<file path="src/sv/nfre_pkg.sv">
// Shared types and constants for the 4-bpp framebuffer rectangle engine.
// Used by nfre_ctrl, nfre_dpath and nibble_framebuffer_rect_engine; no dependencies.
`default_nettype none

package nfre_pkg;

  // Framebuffer geometry
  localparam int MAX_WIDTH   = 1024;
  localparam int MAX_HEIGHT  = 1024;
  localparam int MIN_WIDTH   = 2;
  localparam int MIN_HEIGHT  = 1;
  localparam int STORE_BYTES = (MAX_WIDTH / 2) * MAX_HEIGHT;
  localparam int ADDR_W      = $clog2(STORE_BYTES);

  // Pixel store is organized as words of LANES bytes
  localparam int LANES       = 8;
  localparam int LANE_W      = $clog2(LANES);
  localparam int WORD_W      = LANES * 8;
  localparam int STORE_WORDS = STORE_BYTES / LANES;
  localparam int WORD_AW     = ADDR_W - LANE_W;

  // Coordinate widths
  localparam int WW = $clog2(MAX_WIDTH + 1);                          // active width
  localparam int HW = $clog2(MAX_HEIGHT + 1);                         // active height
  localparam int XW = $clog2(MAX_WIDTH);                              // pixel column
  localparam int YW = (MAX_HEIGHT > 1) ? $clog2(MAX_HEIGHT) : 1;      // pixel row
  localparam int GW = 14;                                             // signed geometry

  // Field widths fixed by the interface
  localparam int DIM_W      = 11;
  localparam int POS_W      = 12;
  localparam int CFG_IDX_W  = 2;
  localparam int CFG_DATA_W = 11;

  // Configuration register indexes
  localparam logic [CFG_IDX_W-1:0] REG_FRAME_WIDTH  = 2'd0;
  localparam logic [CFG_IDX_W-1:0] REG_FRAME_HEIGHT = 2'd1;
  localparam logic [CFG_IDX_W-1:0] REG_DARK_MODE    = 2'd2;

  localparam logic [DIM_W-1:0] RST_FRAME_WIDTH  = 11'd960;
  localparam logic [DIM_W-1:0] RST_FRAME_HEIGHT = 11'd540;

  // Command kinds
  localparam logic [2:0] KIND_FILL  = 3'd0;
  localparam logic [2:0] KIND_LINE  = 3'd1;
  localparam logic [2:0] KIND_FRAME = 3'd2;
  localparam logic [2:0] KIND_CLEAR = 3'd3;
  localparam logic [2:0] KIND_READ  = 3'd4;

  // Outline frame segments
  localparam logic [1:0] SEG_TOP    = 2'd0;
  localparam logic [1:0] SEG_BOTTOM = 2'd1;
  localparam logic [1:0] SEG_LEFT   = 2'd2;
  localparam logic [1:0] SEG_RIGHT  = 2'd3;

  // Byte constants
  localparam logic [7:0] NIB_LO_MASK = 8'h0F;
  localparam logic [7:0] NIB_HI_MASK = 8'hF0;
  localparam logic [7:0] PAPER_LIGHT = 8'hFF;
  localparam logic [7:0] PAPER_DARK  = 8'h00;

  typedef struct packed {
    logic [2:0]              kind;
    logic signed [POS_W-1:0] pos_x;
    logic signed [POS_W-1:0] pos_y;
    logic [DIM_W-1:0]        extent_w;
    logic [DIM_W-1:0]        extent_h;
    logic [7:0]              shade;
  } req_t;

  typedef struct packed {
    logic [3:0] pixel_level;
    logic       in_bounds;
  } rsp_t;

  typedef struct packed {
    logic [DIM_W-1:0] frame_width;
    logic [DIM_W-1:0] frame_height;
    logic             dark_mode;
  } cfg_t;

  typedef enum logic [3:0] {
    ST_IDLE,
    ST_CLEAR,
    ST_SEG_SETUP,
    ST_SEG_CHECK,
    ST_PX_ADDR,
    ST_PX_READ,
    ST_PX_WRITE,
    ST_RD_ADDR,
    ST_RD_MEM,
    ST_RD_TAKE,
    ST_DONE
  } state_t;

  // Controller to datapath
  typedef struct packed {
    logic       load;       // capture request, zero result
    logic       seg_setup;  // compute clipped bounds of segment seg
    logic [1:0] seg;
    logic       px_addr;    // form byte address of walk pixel
    logic       rd_addr;    // form byte address of read pixel, check bounds
    logic       mem_rd;     // read the addressed word
    logic       px_write;   // merge nibble, write back, advance walk
    logic       rd_take;    // capture read result
    logic       clr_start;  // latch paper byte, rewind sweep
    logic       clr_step;   // write one word of paper
    logic       finish;     // present result
  } dp_cmd_t;

  // Datapath to controller
  typedef struct packed {
    logic seg_empty;
    logic px_last;
    logic clr_last;
  } dp_stat_t;

endpackage

`default_nettype wire

</file>
<file path="src/sv/nfre_ctrl.sv">
// Command sequencer of the framebuffer rectangle engine.
// Depends on nfre_pkg; drives nfre_dpath through dp_cmd_t, reads dp_stat_t.
`default_nettype none

module nfre_ctrl (
  input  wire logic              clk,
  input  wire logic              rst_n,
  input  wire logic              start,
  input  wire logic [2:0]        kind,
  input  wire logic              cfg_resize,
  input  wire nfre_pkg::dp_stat_t stat,
  output nfre_pkg::dp_cmd_t      cmd,
  output logic                   busy
);

  nfre_pkg::state_t state_r, state_nxt;
  logic [1:0]       seg_r, seg_nxt;
  logic             frame_r, frame_nxt;
  logic             report_r, report_nxt;
  logic             last_seg;

  always_ff @(posedge clk) begin
    if (!rst_n) begin
      state_r  <= nfre_pkg::ST_IDLE;
      seg_r    <= nfre_pkg::SEG_TOP;
      frame_r  <= 1'b0;
      report_r <= 1'b0;
    end else begin
      state_r  <= state_nxt;
      seg_r    <= seg_nxt;
      frame_r  <= frame_nxt;
      report_r <= report_nxt;
    end
  end

  assign last_seg = !frame_r || (seg_r == nfre_pkg::SEG_RIGHT);
  assign busy     = (state_r != nfre_pkg::ST_IDLE);

  always_comb begin
    state_nxt  = state_r;
    seg_nxt    = seg_r;
    frame_nxt  = frame_r;
    report_nxt = report_r;
    cmd        = '0;
    cmd.seg    = seg_r;
    unique case (state_r)
      nfre_pkg::ST_IDLE: begin
        if (cfg_resize) begin
          cmd.clr_start = 1'b1;
          report_nxt    = 1'b0;
          state_nxt     = nfre_pkg::ST_CLEAR;
        end else if (start) begin
          cmd.load  = 1'b1;
          seg_nxt   = nfre_pkg::SEG_TOP;
          frame_nxt = (kind == nfre_pkg::KIND_FRAME);
          unique case (kind) inside
            nfre_pkg::KIND_FILL, nfre_pkg::KIND_LINE, nfre_pkg::KIND_FRAME: begin
              state_nxt = nfre_pkg::ST_SEG_SETUP;
            end
            nfre_pkg::KIND_CLEAR: begin
              cmd.clr_start = 1'b1;
              report_nxt    = 1'b1;
              state_nxt     = nfre_pkg::ST_CLEAR;
            end
            nfre_pkg::KIND_READ: begin
              state_nxt = nfre_pkg::ST_RD_ADDR;
            end
            default: begin
              state_nxt = nfre_pkg::ST_DONE;
            end
          endcase
        end
      end
      nfre_pkg::ST_CLEAR: begin
        if (cfg_resize) begin
          cmd.clr_start = 1'b1;
        end else begin
          cmd.clr_step = 1'b1;
          if (stat.clr_last) begin
            state_nxt = report_r ? nfre_pkg::ST_DONE : nfre_pkg::ST_IDLE;
          end
        end
      end
      nfre_pkg::ST_SEG_SETUP: begin
        cmd.seg_setup = 1'b1;
        state_nxt     = nfre_pkg::ST_SEG_CHECK;
      end
      nfre_pkg::ST_SEG_CHECK: begin
        if (!stat.seg_empty) begin
          state_nxt = nfre_pkg::ST_PX_ADDR;
        end else if (last_seg) begin
          state_nxt = nfre_pkg::ST_DONE;
        end else begin
          seg_nxt   = seg_r + 2'd1;
          state_nxt = nfre_pkg::ST_SEG_SETUP;
        end
      end
      nfre_pkg::ST_PX_ADDR: begin
        cmd.px_addr = 1'b1;
        state_nxt   = nfre_pkg::ST_PX_READ;
      end
      nfre_pkg::ST_PX_READ: begin
        cmd.mem_rd = 1'b1;
        state_nxt  = nfre_pkg::ST_PX_WRITE;
      end
      nfre_pkg::ST_PX_WRITE: begin
        cmd.px_write = 1'b1;
        if (!stat.px_last) begin
          state_nxt = nfre_pkg::ST_PX_ADDR;
        end else if (last_seg) begin
          state_nxt = nfre_pkg::ST_DONE;
        end else begin
          seg_nxt   = seg_r + 2'd1;
          state_nxt = nfre_pkg::ST_SEG_SETUP;
        end
      end
      nfre_pkg::ST_RD_ADDR: begin
        cmd.rd_addr = 1'b1;
        state_nxt   = nfre_pkg::ST_RD_MEM;
      end
      nfre_pkg::ST_RD_MEM: begin
        cmd.mem_rd = 1'b1;
        state_nxt  = nfre_pkg::ST_RD_TAKE;
      end
      nfre_pkg::ST_RD_TAKE: begin
        cmd.rd_take = 1'b1;
        state_nxt   = nfre_pkg::ST_DONE;
      end
      nfre_pkg::ST_DONE: begin
        cmd.finish = 1'b1;
        state_nxt  = nfre_pkg::ST_IDLE;
      end
      default: begin
        state_nxt = nfre_pkg::ST_IDLE;
      end
    endcase
  end

  // Each pixel is one read followed by one write of the same word
  a_rmw_order: assert property (@(posedge clk) disable iff (!rst_n)
    state_r == nfre_pkg::ST_PX_WRITE |-> $past(state_r) == nfre_pkg::ST_PX_READ)
    else $error("pixel write without preceding read");

  // Segment index only moves forward within an outline frame
  a_seg_frame: assert property (@(posedge clk) disable iff (!rst_n)
    (busy && seg_r != nfre_pkg::SEG_TOP) |-> frame_r)
    else $error("segment index advanced outside a frame command");

  // Read path runs address, memory, capture in order
  a_rd_seq: assert property (@(posedge clk) disable iff (!rst_n)
    state_r == nfre_pkg::ST_RD_ADDR |=> state_r == nfre_pkg::ST_RD_MEM)
    else $error("read sequence broken");

endmodule

`default_nettype wire

</file>
<file path="config.mk">
export PLATFORM = sky130hd
export DESIGN_NAME = nfre_ctrl
export DESIGN_NICKNAME = d
export VERILOG_FILES = /design/src/sv/nfre_pkg.sv /design/src/sv/nfre_ctrl.sv
export SDC_FILE = /design/constraint.sdc
export NUM_CORES = 1
export LEC_CHECK = 0
export ABC_CLOCK_PERIOD_IN_PS = 1800
export BUFFER_PORTS_ARGS = -buffer_cell sky130_fd_sc_hd__buf_4
export CORE_MARGIN = 10
export CORE_UTILIZATION = 42
export DETAILED_ROUTE_END_ITERATION = 12
export GPL_TIMING_DRIVEN = 0
export PLACE_DENSITY = 0.71
export SLEW_MARGIN = 40
export SYNTH_ARGS = -nofsm -noshare
export SYNTH_HDL_FRONTEND = slang
export SYNTH_SLANG_ARGS = --single-unit
</file>
<file path="constraint.sdc">
create_clock -name clk -period 1.8 [get_ports clk]
set_clock_uncertainty 0.1 [all_clocks]
set_input_delay 0 -clock clk [delete_from_list [all_inputs] [get_ports clk]]
set_output_delay 0 -clock clk [all_outputs]
set_load 0.02 [all_outputs]
</file>
# After elaboration in Yosys (flattened, before gate mapping)

Cells that the tools add are included.

Register bits after elaboration: 8
Bits in latches: 0
Memory bits (writable): 0
Memory bits (read-only): 0
Input bits: 10
Output and inout port bits: 13
Logic and storage cells: 78
Memories: 0

Add/sub/neg operators: 1
Multiply operators: 0
Div/mod/pow operators: 0
$lt $le $gt $ge: 0
Equal/unequal tests: 22
Shifts and indexed selects: 0
Mux-type cells: 36
Bitwise logic cells: 1
Reductions and logical operators: 14

Operators with widths:

| operator                                       | number |
|---|---|
| case mux 4 bit (10 select lines)               | 1 |
| 2-to-1 mux 4 bit                               | 8 |
| 2-to-1 mux 1 bit                               | 19 |
| == test 4 x 3 -> 1 bit (second input constant) | 4 |
| == test 4 bit (second input constant)          | 3 |
| != test 2 bit (second input constant)          | 6 |
| case mux 4 bit (3 select lines)                | 1 |
| 2-to-1 mux 2 bit                               | 5 |
| AND reduction 3 bit                            | 3 |
| == test 4 x 2 -> 1 bit (second input constant) | 2 |
| == test 3 x 2 -> 1 bit (second input constant) | 2 |
| case mux 2 bit (3 select lines)                | 1 |
| AND reduction 5 bit                            | 1 |
| == test 4 x 1 -> 1 bit (second input constant) | 1 |
| logical NOT 4 bit                              | 1 |
| nonzero test 2 bit                             | 2 |
| nonzero test 4 bit                             | 1 |
| == test 3 x 1 -> 1 bit (second input constant) | 1 |
| == test 3 bit (second input constant)          | 1 |
| logical NOT 3 bit                              | 1 |
| != test 3 bit (second input constant)          | 1 |
| nonzero test 3 bit                             | 1 |
| OR reduction 3 bit                             | 1 |
| adder 2 x 1 -> 2 bit (second input constant)   | 1 |
| other kinds (6)                                | 6 |

# Logic depth before layout (Yosys ltp)

Depth in word-level cells: 6
Depth in mapped cells: 6
Mapped depth without buffers: 4

# Least setup slack after synthesis

Ideal clock, no wire load.

Path type: register to register
Start: register state_r[2]
End: register frame_r
Setup time: 70 ps
Arrival: 1,756 ps
Data required time: 1,630 ps
Slack: -126 ps
Stages on the path, launching flop included: 6
Path buffers: 1
Period minus slack after synthesis: 1,926 ps
Cells stage by stage: dfxtp_1 buf_6 or3_4 or3_4 or4b_1 a21boi_1

Word-level cells in the longest chain between the ends: 2

RTL lines:

| item                          | RTL line        | RTL |
|---|---|---|
| start, declared               | nfre_ctrl.sv:16 | `nfre_pkg::state_t state_r, state_nxt;` |
| start signal, assigned        | nfre_ctrl.sv:24 | `state_r <= nfre_pkg::ST_IDLE;` |
| start signal, assigned        | nfre_ctrl.sv:29 | `state_r <= state_nxt;` |
| logical NOT 4 bit             | nfre_ctrl.sv:46 | `unique case (state_r)` |
| AND reduction 3 bit (no line) | -               |  |
| end signal, assigned          | nfre_ctrl.sv:31 | `frame_r <= frame_nxt;` |
| end, declared                 | nfre_ctrl.sv:18 | `logic frame_r, frame_nxt;` |

Every way passes these cells.
A chain may end at the register's enable or synchronous reset.

# Worst setup path in the final report

Same ends and word-level chain as after synthesis.

==> flow_summary.toml <==
[run_status]
status = "finished, violations left"
violations = "setup timing"

[route]
drt_wl_total_um = 2144
ant_nets = 0
routedWlPerCell_um = 14.29
firstDrtPassIters = 4
drc = 0
drt_iter0_drc = 14
num_vias = 854
routed_via_density = 5.693

[yosys]
synth_area_per_cell_sq_um = 7.025
yosys.area.top_type_share = 0.2375
synth_seq_cells = 8
syn-instance-count = 96
synth.largest_area_cell = "dfxtp_1"
synth_warnings = 0
synth_most_common_cell = "nor2_1"
syn_nets = 107
synth_ff_type = "dfxtp_1"
netlist_top_cells_area = "dfxtp_1 24%, nor2_1 10%, nand3b_1 5.6%"
yosysUniqueCellTypes = 35
syn_area_sq_um = 674.4
synth-edff-count = 0
ys_seq_area_frac = 0.2375
synth-async-reset-ratio = 0
ys_top_cells_by_count = "18 x nor2_1, 8 x dfxtp_1, 6 x a21oi_1, 6 x inv_1, 6 x nand2_1"

[run]
maxCapViolations = 0

[global_route]
grt_max_degree = 11
grt_pass1_vias = 736
gr-total-overflow = 0
antenna_found_initial = 0
grt_first_pass_wirelength_um = 3367
grt.total_usage = 0.1189

[power]
power_leakage_nw = 0.4443
power.total_mw = 1.124
peakVddDrop_v = 0.0009015
powerDensity_nw_per_um2 = 1094

[sta]
rsz0062_at_grt = "yes"
clock.fmax_mhz = 511.9
setup_viol = 4
min_period_ns = 1.953
slew_headroom = 0.6634
setup_slack_ns = -0.1534
hold_viol = 0
drv_slew = 0
tightestPinTransition_ns = 0.5049
period_share = 1.085

[placement]
port_buffers = 22
post-dp-hpwl_um = 1553
dp_slack_ns = -0.1970
dp.cells = 134
gp_congestion = 0.8570

[clocking]
cts_sinks = 8
htree_levels = 1
clk_pin_slew_ns = 0.06
clk_latency_ns = 0.26
cts_made_buffers = 3
cts.path.max_buffers = 2
clock-root-buffer = "clkbuf_4"
cts_tree = "done"

[floorplanning]
core_area_sq_um = 1506
die-area_sq_um = 3608
design.portCount = 23
die_y_um = 60.07
initial_core_util = 0.4477
die_w_um = 60.07
rows = 14

[layout]
layout.nets = 147
final_layout_size_suffix_gt1_frac = 0.3134
filler_cell_count = 138
syn2layout_area_growth_pct = 52.32
postLayoutCoreUtil = 0.6819
n_antenna_cell = 0
instances_no_fill = 150

[worst_hold_path]
hold_path.class = "in -> reg"

[setup_path]
critPathBufInv = 1
critPathKind = "reg -> reg"
worstPathCellList = "buf_6 > or3_4 > or3_4 > or4b_1 > a21boi_1"
critPathTopFamily = "simple AND/OR/NAND/NOR gates"
reg2reg_slack_ns = -0.15
critPathMostFrequentCell = "or3_4"
start_kind = "flop"
cp.required_ns = 1.89
worstPathMaxFanout = 6
slowest_delay_ns = 0.48
slowest_stage = "or4b_1"
crit_arrival_ns = 2.04
critPathCaptureType = "flop"
worst register-to-register path: cells and delay by family (launching register included):
family	cells	cell delay, ns
AO/OA/AOI/OAI	1	0.14
buffers and inverters	1	0.12
flip-flops	1	0.30
AND/OR/NAND/NOR	3	1.24
layout make-up:
class | count | area [sq um] | share of cell area
buffer | 5 | 30.03 | 0.02923
timing repair buffer | 36 | 295.3 | 0.2875
inverter | 6 | 22.52 | 0.02192
clock buffer | 3 | 22.52 | 0.02192
sequential | 8 | 160.2 | 0.1559
multi-input combinational | 76 | 476.7 | 0.4641
tap | 16 | 20.02 | 0.01949
power by group:
part	leakage, nW	total, mW	switching, mW	internal, mW
Combinational	0.365	0.728	0.396	0.332
Sequential	0.0650	0.257	0.0502	0.207
Clock	0.0138	0.138	0.0620	0.0764
path summary, 6_finish.rpt:
check,startpoint,end,cells after the start
setup reg to reg,state_r[2]$_SDFFE_PN0P_,frame_r$_SDFFE_PN0P_,5
hold reg to reg,frame_r$_SDFFE_PN0P_,frame_r$_SDFFE_PN0P_,2
hold / removal,kind[1],frame_r$_SDFFE_PN0P_,3
setup / recovery,state_r[2]$_SDFFE_PN0P_,frame_r$_SDFFE_PN0P_,5
timing repair:
| action | in CTS | in global routing |
|---|---|---|
| hold endpoints to repair | 7 | 0 |
| resized for setup | 1 | 10 |
| endpoints found under the setup margin | 4 | 9 |
| hold buffers | 7 | 0 |
| pin swaps | 2 | 1 |
| setup buffers | 1 | 6 |
routing by layer:
metal  share of wire  track usage  up-vias
li1                -            -      427
met1            0.42       0.1458      398
met2            0.51       0.1868       27
met3           0.064      0.04873        2
met4          0.0023      0.02885        0
met5               0            0        -
cell families after synthesis:
logic type,count (synthesis),synth area share
AO/OA/AOI/OAI,22,0.2171
AND/OR/NAND/NOR,50,0.4063
XOR/XNOR,1,0.01299
adder cells (fa/ha/maj),1,0.01855
buffers and inverters,12,0.07792
flip-flops,8,0.2375
multiplexers,2,0.02969
placed cells by master, fill, tap and decap left out, types with 3 or more instances in the layout:
cell,instances
clkbuf_2,3
buf_4,27
o21ai_0,3
inv_1,5
nand2b_1,5
nand2_1,6
a21oi_1,6
a31oi_1,4
nand3b_1,5
dfxtp_1,8
clkbuf_4,3
nor2_1,18
dlygate4sd3_1,7
buf_6,3
state kept, by name, indices dropped and copies added, names as in the netlist:
register / count
state_r: 4
report_r: 1
frame_r: 1
seg_r: 2
stage by stage:
stage,instance area [sq um],hold WS (ns),TNS (ns)
after floorplan,674.4,0.01917,-0.09240
after global placement,859.6,0.1815,-0.2706
after detailed placement,859.6,0.1845,-0.3624
after CTS,959.7,0.005560,-0.3227
after global routing,1027,0.01327,-0.7818
final,1027,0.02670,-0.4032
No activity file was read; power rests on OpenSTA's default activity.
